File: src/hw/rtl/dra_pkg.sv
// ============================================================================
// dra_pkg
// Shared types, codes and helpers of the damage rectangle accumulator.
// ============================================================================
package dra_pkg;

    // Item modes.
    typedef enum logic [1:0] {
        MODE_ADD_FULL    = 2'd0,
        MODE_ADD_CONTENT = 2'd1,
        MODE_DRAIN       = 2'd2,
        MODE_UNUSED      = 2'd3
    } t_mode;

    // Configuration register map.
    localparam int unsigned CFG_AW = 3;
    localparam logic REG_SCREEN_W = 1'b0;
    localparam logic REG_SCREEN_H = 1'b1;

    localparam logic [12:0] SCREEN_MAX = 13'd4096;
    localparam logic [12:0] SCREEN_W_RST = 13'd1024;
    localparam logic [12:0] SCREEN_H_RST = 13'd768;

    typedef struct packed {
        t_mode              mode;
        logic signed [15:0] rect_x;
        logic signed [15:0] rect_y;
        logic signed [15:0] rect_w;
        logic signed [15:0] rect_h;
    } t_in_item;

    typedef struct packed {
        logic [11:0] out_x;
        logic [11:0] out_y;
        logic [12:0] out_w;
        logic [12:0] out_h;
        logic        inner_only;
        logic        last;
    } t_out_item;

    // One stored list entry (51 bits).
    typedef struct packed {
        logic [11:0] x;
        logic [11:0] y;
        logic [12:0] w;
        logic [12:0] h;
        logic        co;
    } t_entry;

    typedef struct packed {
        logic   keep;
        t_entry entry;
    } t_clip_res;

    // Screen sizes outside 1..4096 are pinned to the nearest bound.
    function automatic logic [12:0] clamp_size(input logic [12:0] v);
        logic [12:0] r;
        if (v == 13'd0) begin
            r = 13'd1;
        end else if (v > SCREEN_MAX) begin
            r = SCREEN_MAX;
        end else begin
            r = v;
        end
        return r;
    endfunction

endpackage

File: src/hw/rtl/dra_clip.sv
// ============================================================================
// dra_clip
// Clips an incoming rectangle to the screen and decides whether it is kept.
// ============================================================================
module dra_clip (
    input  dra_pkg::t_in_item  i_item,
    input  logic [12:0]        i_screen_w,
    input  logic [12:0]        i_screen_h,
    output dra_pkg::t_clip_res o_res
);

    logic signed [16:0] x0, y0, x1, y1, x1c, y1c, sw, sh, dw, dh;
    logic               size_ok;

    always_comb begin
        sw  = $signed({4'b0, i_screen_w});
        sh  = $signed({4'b0, i_screen_h});
        x0  = i_item.rect_x[15] ? 17'sd0 : $signed({1'b0, i_item.rect_x});
        y0  = i_item.rect_y[15] ? 17'sd0 : $signed({1'b0, i_item.rect_y});
        x1  = $signed({i_item.rect_x[15], i_item.rect_x})
            + $signed({i_item.rect_w[15], i_item.rect_w});
        y1  = $signed({i_item.rect_y[15], i_item.rect_y})
            + $signed({i_item.rect_h[15], i_item.rect_h});
        x1c = (x1 > sw) ? sw : x1;
        y1c = (y1 > sh) ? sh : y1;
        dw  = x1c - x0;
        dh  = y1c - y0;
        // Width and height must both be strictly positive.
        size_ok = !i_item.rect_w[15] && (i_item.rect_w != 16'sd0)
               && !i_item.rect_h[15] && (i_item.rect_h != 16'sd0);

        o_res.keep     = size_ok && (x1c > x0) && (y1c > y0);
        o_res.entry.x  = x0[11:0];
        o_res.entry.y  = y0[11:0];
        o_res.entry.w  = dw[12:0];
        o_res.entry.h  = dh[12:0];
        o_res.entry.co = (i_item.mode == dra_pkg::MODE_ADD_CONTENT);
    end

endmodule

File: src/hw/rtl/dra_store.sv
// ============================================================================
// dra_store
// Entry memory: one write port, one read port with registered read data.
// ============================================================================
module dra_store #(
    parameter int unsigned DEPTH = 64,
    parameter int unsigned AW    = 6
) (
    input  logic             i_clk,
    input  logic             i_we,
    input  logic [AW-1:0]    i_waddr,
    input  dra_pkg::t_entry  i_wdata,
    input  logic             i_re,
    input  logic [AW-1:0]    i_raddr,
    output dra_pkg::t_entry  o_rdata
);

    dra_pkg::t_entry mem [DEPTH];
    dra_pkg::t_entry r_rdata;

    always_ff @(posedge i_clk) begin
        if (i_we) begin
            mem[i_waddr] <= i_wdata;
        end
        if (i_re) begin
            r_rdata <= mem[i_raddr];
        end
    end

    assign o_rdata = r_rdata;

endmodule

File: src/hw/rtl/damage_rect_accumulator_core.sv
// ============================================================================
// damage_rect_accumulator_core
// Collects clipped screen damage rectangles and drains them on request.
// ============================================================================
// An item is taken when start is high and busy is low. An add item (mode 0
// or 1) is clipped and registered in the cycle it is taken, and the entry is
// written to the list memory in the next one. Adds never produce results. A
// drain item with the full-screen flag set produces one full-screen result in
// the cycle after it is taken. Otherwise a drain of N stored entries keeps busy
// high while the read counter walks the list memory; the first result passes
// the state register and the registered read data, and the rest follow in every
// cycle, the final one marked with last. Results are shown for exactly one
// cycle under o_strobe and the receiver cannot hold them off, so nothing is
// ever lost downstream. The block is ready again in the cycle that carries
// the final result. Screen size registers are to be written through the APB
// port while the block is idle; the block itself does not enforce this. They
// hold raw 13-bit values and are pinned to the range 1..4096 where they are
// used.
module damage_rect_accumulator_core #(
    parameter int unsigned LIST_DEPTH = 64
) (
    input  logic                         i_clk,
    input  logic                         i_rst_n,
    // Command channel.
    input  logic                         start,
    output logic                         busy,
    input  dra_pkg::t_in_item            i_item,
    // Result channel.
    output logic                         o_strobe,
    output dra_pkg::t_out_item           o_result,
    // Configuration port.
    input  logic                         psel,
    input  logic                         penable,
    input  logic                         pwrite,
    input  logic [dra_pkg::CFG_AW-1:0]   paddr,
    input  logic [31:0]                  pwdata,
    output logic [31:0]                  prdata,
    output logic                         pready
);

    localparam int unsigned AW = (LIST_DEPTH > 1) ? $clog2(LIST_DEPTH) : 1;
    localparam int unsigned CW = $clog2(LIST_DEPTH + 1);

    typedef enum logic [2:0] {
        S_IDLE  = 3'b001,
        S_ADD   = 3'b010,
        S_DRAIN = 3'b100
    } t_state;

    t_state           r_state, n_state;
    logic [12:0]      r_screen_w, r_screen_h;
    logic [12:0]      sw_eff, sh_eff;
    logic [CW-1:0]    r_count, n_count;
    logic             r_full, n_full;
    logic [CW-1:0]    r_rd_idx, n_rd_idx;
    logic             r_rd_vld, n_rd_vld;
    logic             r_rd_last, n_rd_last;
    logic             r_fs_vld, n_fs_vld;
    logic [12:0]      r_fs_w, r_fs_h;
    dra_pkg::t_clip_res r_add;
    dra_pkg::t_clip_res clip_res;
    dra_pkg::t_entry  rd_data;
    logic             accept, mem_we, mem_re, rd_is_last;
    logic             cfg_wr;

    // ------------------------------------------------------------------
    // Configuration registers.
    // ------------------------------------------------------------------
    assign pready = 1'b1;
    assign cfg_wr = psel && penable && pwrite && pready;

    always_ff @(posedge i_clk) begin
        if (!i_rst_n) begin
            r_screen_w <= dra_pkg::SCREEN_W_RST;
            r_screen_h <= dra_pkg::SCREEN_H_RST;
        end else if (cfg_wr) begin
            unique case (paddr[2])
                dra_pkg::REG_SCREEN_W: r_screen_w <= pwdata[12:0];
                dra_pkg::REG_SCREEN_H: r_screen_h <= pwdata[12:0];
                default:               r_screen_w <= r_screen_w;
            endcase
        end
    end

    always_comb begin
        unique case (paddr[2])
            dra_pkg::REG_SCREEN_W: prdata = {19'b0, r_screen_w};
            dra_pkg::REG_SCREEN_H: prdata = {19'b0, r_screen_h};
            default:               prdata = 32'b0;
        endcase
    end

    assign sw_eff = dra_pkg::clamp_size(r_screen_w);
    assign sh_eff = dra_pkg::clamp_size(r_screen_h);

    // ------------------------------------------------------------------
    // Clipping of the incoming rectangle.
    // ------------------------------------------------------------------
    dra_clip u_clip (
        .i_item     (i_item),
        .i_screen_w (sw_eff),
        .i_screen_h (sh_eff),
        .o_res      (clip_res)
    );

    // ------------------------------------------------------------------
    // Control sequencer.
    // ------------------------------------------------------------------
    assign busy   = !r_state[0];
    assign accept = start && !busy;

    // The read counter stops on the entry whose index is one below the stored count.
    assign rd_is_last = ({1'b0, r_rd_idx} + {{CW{1'b0}}, 1'b1}) == {1'b0, r_count};

    always_comb begin
        n_state   = r_state;
        n_count   = r_count;
        n_full    = r_full;
        n_rd_idx  = r_rd_idx;
        n_rd_vld  = 1'b0;
        n_rd_last = 1'b0;
        n_fs_vld  = 1'b0;
        mem_we    = 1'b0;
        mem_re    = 1'b0;
        unique case (r_state)
            S_IDLE: begin
                if (accept) begin
                    unique case (i_item.mode)
                        dra_pkg::MODE_ADD_FULL,
                        dra_pkg::MODE_ADD_CONTENT: begin
                            n_state = S_ADD;
                        end
                        dra_pkg::MODE_DRAIN: begin
                            // The flag is cleared at once; the count is cleared at once with a full-screen
                            // result, else when the last entry has been read.
                            n_full = 1'b0;
                            if (r_full) begin
                                n_fs_vld = 1'b1;
                                n_count  = '0;
                            end else if (r_count != '0) begin
                                n_state  = S_DRAIN;
                                n_rd_idx = '0;
                            end
                        end
                        default: begin
                            n_state = S_IDLE;
                        end
                    endcase
                end
            end
            S_ADD: begin
                n_state = S_IDLE;
                if (r_add.keep && !r_full) begin
                    if (r_count >= CW'(LIST_DEPTH)) begin
                        n_full = 1'b1;
                    end else begin
                        mem_we  = 1'b1;
                        n_count = r_count + CW'(1);
                    end
                end
            end
            S_DRAIN: begin
                mem_re    = 1'b1;
                n_rd_vld  = 1'b1;
                n_rd_last = rd_is_last;
                n_rd_idx  = r_rd_idx + CW'(1);
                if (rd_is_last) begin
                    n_state = S_IDLE;
                    n_count = '0;
                end
            end
            default: begin
                n_state = S_IDLE;
            end
        endcase
    end

    always_ff @(posedge i_clk) begin
        if (!i_rst_n) begin
            r_state   <= S_IDLE;
            r_count   <= '0;
            r_full    <= 1'b1;
            r_rd_idx  <= '0;
            r_rd_vld  <= 1'b0;
            r_rd_last <= 1'b0;
            r_fs_vld  <= 1'b0;
        end else begin
            r_state   <= n_state;
            r_count   <= n_count;
            r_full    <= n_full;
            r_rd_idx  <= n_rd_idx;
            r_rd_vld  <= n_rd_vld;
            r_rd_last <= n_rd_last;
            r_fs_vld  <= n_fs_vld;
        end
    end

    // Payload registers: the clipped add and the full-screen size.
    always_ff @(posedge i_clk) begin
        if (accept) begin
            r_add  <= clip_res;
            r_fs_w <= sw_eff;
            r_fs_h <= sh_eff;
        end
    end

    // ------------------------------------------------------------------
    // Entry memory. Writes only happen in S_ADD and reads only in S_DRAIN,
    // so the two ports never touch the same entry in one cycle.
    // ------------------------------------------------------------------
    dra_store #(
        .DEPTH (LIST_DEPTH),
        .AW    (AW)
    ) u_store (
        .i_clk   (i_clk),
        .i_we    (mem_we),
        .i_waddr (r_count[AW-1:0]),
        .i_wdata (r_add.entry),
        .i_re    (mem_re),
        .i_raddr (r_rd_idx[AW-1:0]),
        .o_rdata (rd_data)
    );

    // ------------------------------------------------------------------
    // Result output: either the full-screen rectangle or the entry just
    // read from memory. The two sources never collide.
    // ------------------------------------------------------------------
    assign o_strobe = r_fs_vld || r_rd_vld;

    always_comb begin
        if (r_fs_vld) begin
            o_result.out_x      = 12'd0;
            o_result.out_y      = 12'd0;
            o_result.out_w      = r_fs_w;
            o_result.out_h      = r_fs_h;
            o_result.inner_only = 1'b0;
            o_result.last       = 1'b1;
        end else begin
            o_result.out_x      = rd_data.x;
            o_result.out_y      = rd_data.y;
            o_result.out_w      = rd_data.w;
            o_result.out_h      = rd_data.h;
            o_result.inner_only = rd_data.co;
            o_result.last       = r_rd_last;
        end
    end

endmodule

File: config.mk
export PLATFORM = sky130hd
export DESIGN_NAME = damage_rect_accumulator_core
export DESIGN_NICKNAME = d
export VERILOG_FILES = /design/src/hw/rtl/dra_pkg.sv /design/src/hw/rtl/dra_clip.sv /design/src/hw/rtl/dra_store.sv /design/src/hw/rtl/damage_rect_accumulator_core.sv
export SDC_FILE = /design/constraint.sdc
export NUM_CORES = 2
export LEC_CHECK = 0
export BUFFER_PORTS_ARGS = -buffer_cell sky130_fd_sc_hd__clkbuf_2
export CAP_MARGIN = 0
export CORE_MARGIN = 1.5
export CORE_UTILIZATION = 60
export CTS_CLUSTER_SIZE = 14
export DETAILED_ROUTE_END_ITERATION = 12
export PLACE_DENSITY = 0.76
export SYNTH_ARGS = -nofsm -noshare
export SYNTH_HDL_FRONTEND = slang
export SYNTH_SLANG_ARGS = --single-unit
File: constraint.sdc
create_clock -name i_clk -period 20.2 [get_ports i_clk]
set_input_delay 3.03 -clock i_clk [delete_from_list [all_inputs] [get_ports i_clk]]
set_output_delay 3.03 -clock i_clk [all_outputs]
set_load 0.01 [all_outputs]
==> results.rst <==
.. list-table::
   :header-rows: 1

   * - Metric
     - Value
   * - Largest buffer count on any clock path
     - 4
   * - Post-layout worst setup margin
     - 11730 ps
   * - Total Negative Setup Slacks
     - 0 ps
   * - Time the final worst path needs with I/O delays and setup
     - approximately 8500 ps
   * - Number of placed instances, taps included
     - roughly 8800
   * - Number of buffers inserted by hold repair at cts
     - 0
   * - Leakage power of the design
     - 46.1 nW
   * - Source-to-sink clock delay at the later pin of the worst-skew pair
     - 980 ps
   * - Slowest cell on crit path
     - o31ai_1
   * - Max-capacitance violation count
     - 0
   * - Most frequent cell after synthesis
     - edfxtp_1
   * - Remaining antenna violation count after routing
     - 0
   * - Number of buffers inserted by port buffering
     - approximately 150
   * - Placed wire-length estimate after detailed placement
     - 189000 um
   * - Filler-free cell count of the finished design
     - 9428
   * - Standard-cell row count
     - 173
   * - Final routed DRC violation total
     - 0
   * - Setup repair after global routing missed its margin
     - false
   * - Worst path required time
     - 20910 ps
   * - Worst vdd rail ir drop
     - a little over 100 uV
   * - Vias/cell
     - 7.23
   * - Total Wirelength
     - roughly 380000 um
   * - Max-Slew Margin vs Limit
     - 0.102
   * - Power per cell area
     - 103 nW/um2
   * - Critical-path maximum fanout
     - 14
   * - Number of flip-flops and latches in the synthesized netlist
     - ~3400
   * - Height of the die
     - around 480 um
   * - Num CTS Buffers
     - 350
   * - Number of stages on the worst hold path
     - 2
   * - Number of synthesized flops with an enable pin
     - 3393
   * - Sort of element at the end of the critical path
     - flip-flop
   * - Fill cells
     - approximately 13000
   * - Final Max Slew Viols
     - 0
   * - Number of DRC markers in iteration 0
     - 11300
   * - Post-route core utilization
     - 0.675
   * - Part of the Yosys area used for sequential elements
     - 0.765
   * - Cells resized by post-CTS repair
     - 0
   * - Antenna violations before repair
     - 19
   * - Clock root buffer master
     - clkbuf_16
   * - Core area
     - roughly 220000 um2
   * - First-pass GRT wire length
     - 532000 um
   * - Number of hold violations in the final report
     - 0
   * - Maximum clock skew at final layout
     - 118 ps
   * - Clock tree from TritonCTS
     - done
   * - Outcome
     - finished clean
   * - Netlist Area Pre-Place
     - 134000 um2
   * - Critical Path AT
     - 9180 ps
   * - Number of optimization iterations in the first detailed-route pass
     - 8
   * - Io pins
     - 194
   * - Largest cells by area after synthesis
     - edfxtp_1 76%, mux4_2 18%, ha_1 0.85%
   * - Number of standard cells after synthesis
     - 5786
   * - Buffer count from post-CTS setup fixing
     - 0
   * - Achievable frequency
     - 0.118 GHz
   * - Period utilisation layout
     - 0.419
   * - Via Count
     - between 60000 and 70000
   * - Top cell type by total area after synthesis
     - edfxtp_1
   * - Number of cells on the worst reg-to-reg path
     - 7
   * - Weighted congestion at the end of routability-driven global placement
     - 0.948
   * - Initial Utilization
     - 0.604
   * - Slowest Stage Delay on Critical Path
     - 470 ps
   * - Average detailed-routed wire length per instance
     - slightly above 40 um
   * - Pin count of the biggest net entering global routing
     - 158
   * - Share of cells above drive strength 1
     - 0.310
   * - Synth-to-Final Area Change
     - 11.8%
   * - Clock Sink Count
     - between 3000 and 4000
   * - Die outline area
     - approximately 230000 um2
   * - Main synth FF type
     - edfxtp_1
   * - Async SR Flop Fraction
     - 0
   * - Area fraction of the dominant cell type after synthesis
     - 0.758
   * - Die span in x
     - around 480 um
   * - Yosys warning total
     - 0
   * - Critical path class
     - input pin to flip-flop
   * - Overflow left after global routing
     - 0
   * - Startpoint type of the worst setup path
     - input pin
   * - Nets
     - 6390
   * - Tightest Pin Transition
     - around 1300 ps
   * - Via count of the first global-routing pass
     - 68300
   * - Commonest cells in the netlist
     - 3393 x edfxtp_1, 1058 x mux4_2, 164 x clkbuf_1
   * - Worst setup slack before clock tree synthesis
     - 10850 ps
   * - Distinct cell type count after synthesis
     - 70
   * - Final setup violation count
     - 0
   * - GRT Overall Usage
     - 0.340
   * - H-tree Lvls
     - 5
   * - Synthesized area per cell
     - 23.2 um2
   * - Min-Delay Path Class
     - flip-flop to flip-flop
   * - Clock Pin Slew Worst Setup and Hold Paths
     - around 60 ps
per-layer routing:
layer  vias to the layer above  routed length [um]  global-route usage
met5                         -                  59                   0
met4                         8               21000               0.158
met3                      1151               49500              0.0873
met2                      6145              186000               0.543
met1                     35500              128000               0.444
li1                      25400                   -                   -
critical path: cells and delay by family:
family / cells / cell delay [ps]
buffers and inverters: 3 / 480
and+or+nand+nor: 3 / 300
AOI/OAI and AO/OA: 16 / 3390
xor gates and xnor gates: 1 / 200
adders and majority gates: 5 / 1410
muxes: 2 / 360
metrics by stage:
step	power (mW)	hold slack [ps]	instance area [um2]
final	15.4	510	150000
after CTS	15.4	494	150000
after global placement	9.30	480	140000
after detailed placement	9.34	485	140000
after floorplan	9.03	445	135000
after global routing	15.8	517	150000
final timing paths:
kind              slack [ps]                             to                       start
setup / recovery       11730            r_add[24]$_DFFE_PP_                  i_item[16]
hold / removal           510     r_screen_w[8]$_SDFFE_PN0P_  r_screen_w[8]$_SDFFE_PN0P_
setup reg to reg       13780  u_store.o_rdata[27]$_DFFE_PP_    r_rd_idx[0]$_SDFFE_PN0P_
hold reg to reg          510     r_screen_w[8]$_SDFFE_PN0P_  r_screen_w[8]$_SDFFE_PN0P_
flip-flops by register name (all words and copies together) (netlist names):
signal and count:
r_add 52, r_count 7, r_fs_h 13, r_fs_vld 1, r_fs_w 13, r_full 1, r_rd_idx 7, r_rd_last 1
r_rd_vld 1, r_screen_h 13, r_screen_w 13, r_state 3, u_store.mem 3264, u_store.o_rdata 51
final cells by class:
| class | instances | area (um2) | share of cell area |
|---|---|---|---|
| well taps | 2975 | 3720 | 0.0248 |
| flip-flops and latches | 3440 | 103000 | 0.684 |
| clock buffers | 435 | 9180 | 0.0611 |
| multi-input cells | 1984 | 30600 | 0.203 |
| clock inverters | 169 | 1440 | 0.00961 |
| inverters | 81 | 307 | 0.00204 |
| repair buffers | 331 | 2180 | 0.0145 |
| diodes | 13 | 32.5 | 0.000216 |
power breakdown:
| part | leakage [nW] | internal [mW] | total (mW) | switching [mW] |
|---|---|---|---|---|
| Clock | 5.17 | 3.52 | 6.20 | 2.68 |
| Combinational | 9.89 | 0.309 | 0.990 | 0.681 |
| Sequential | 31.0 | 8.21 | 8.23 | 0.0232 |
| Total | 46.1 | 12.0 | 15.4 | 3.39 |
cells by family after synthesis:
group                      count (synthesis)  synth area share
other                                      2         0.0000559
and+or+nand+nor                          455            0.0161
AOI/OAI and AO/OA                        212           0.00984
muxes                                   1152             0.185
xor gates and xnor gates                  50           0.00326
DFF                                     3440             0.765
adders and majority gates                 95           0.00906
buffers and inverters                    380            0.0120
cells in the final DEF (no fill, tap or decap), types with 45 or more instances in the layout:
cell,n
clkbuf_1,79
nor2_1,63
inv_1,79
nor2_4,64
a21oi_1,74
buf_4,173
clkinv_1,74
ha_1,91
o21ai_0,54
nor2b_1,51
clkbuf_2,152
mux4_2,1058
edfxtp_1,3393
nand2_1,133
clkinv_2,45
clkbuf_16,354
mux2_2,74
Note: power is estimated with default switching activity, not from simulation.
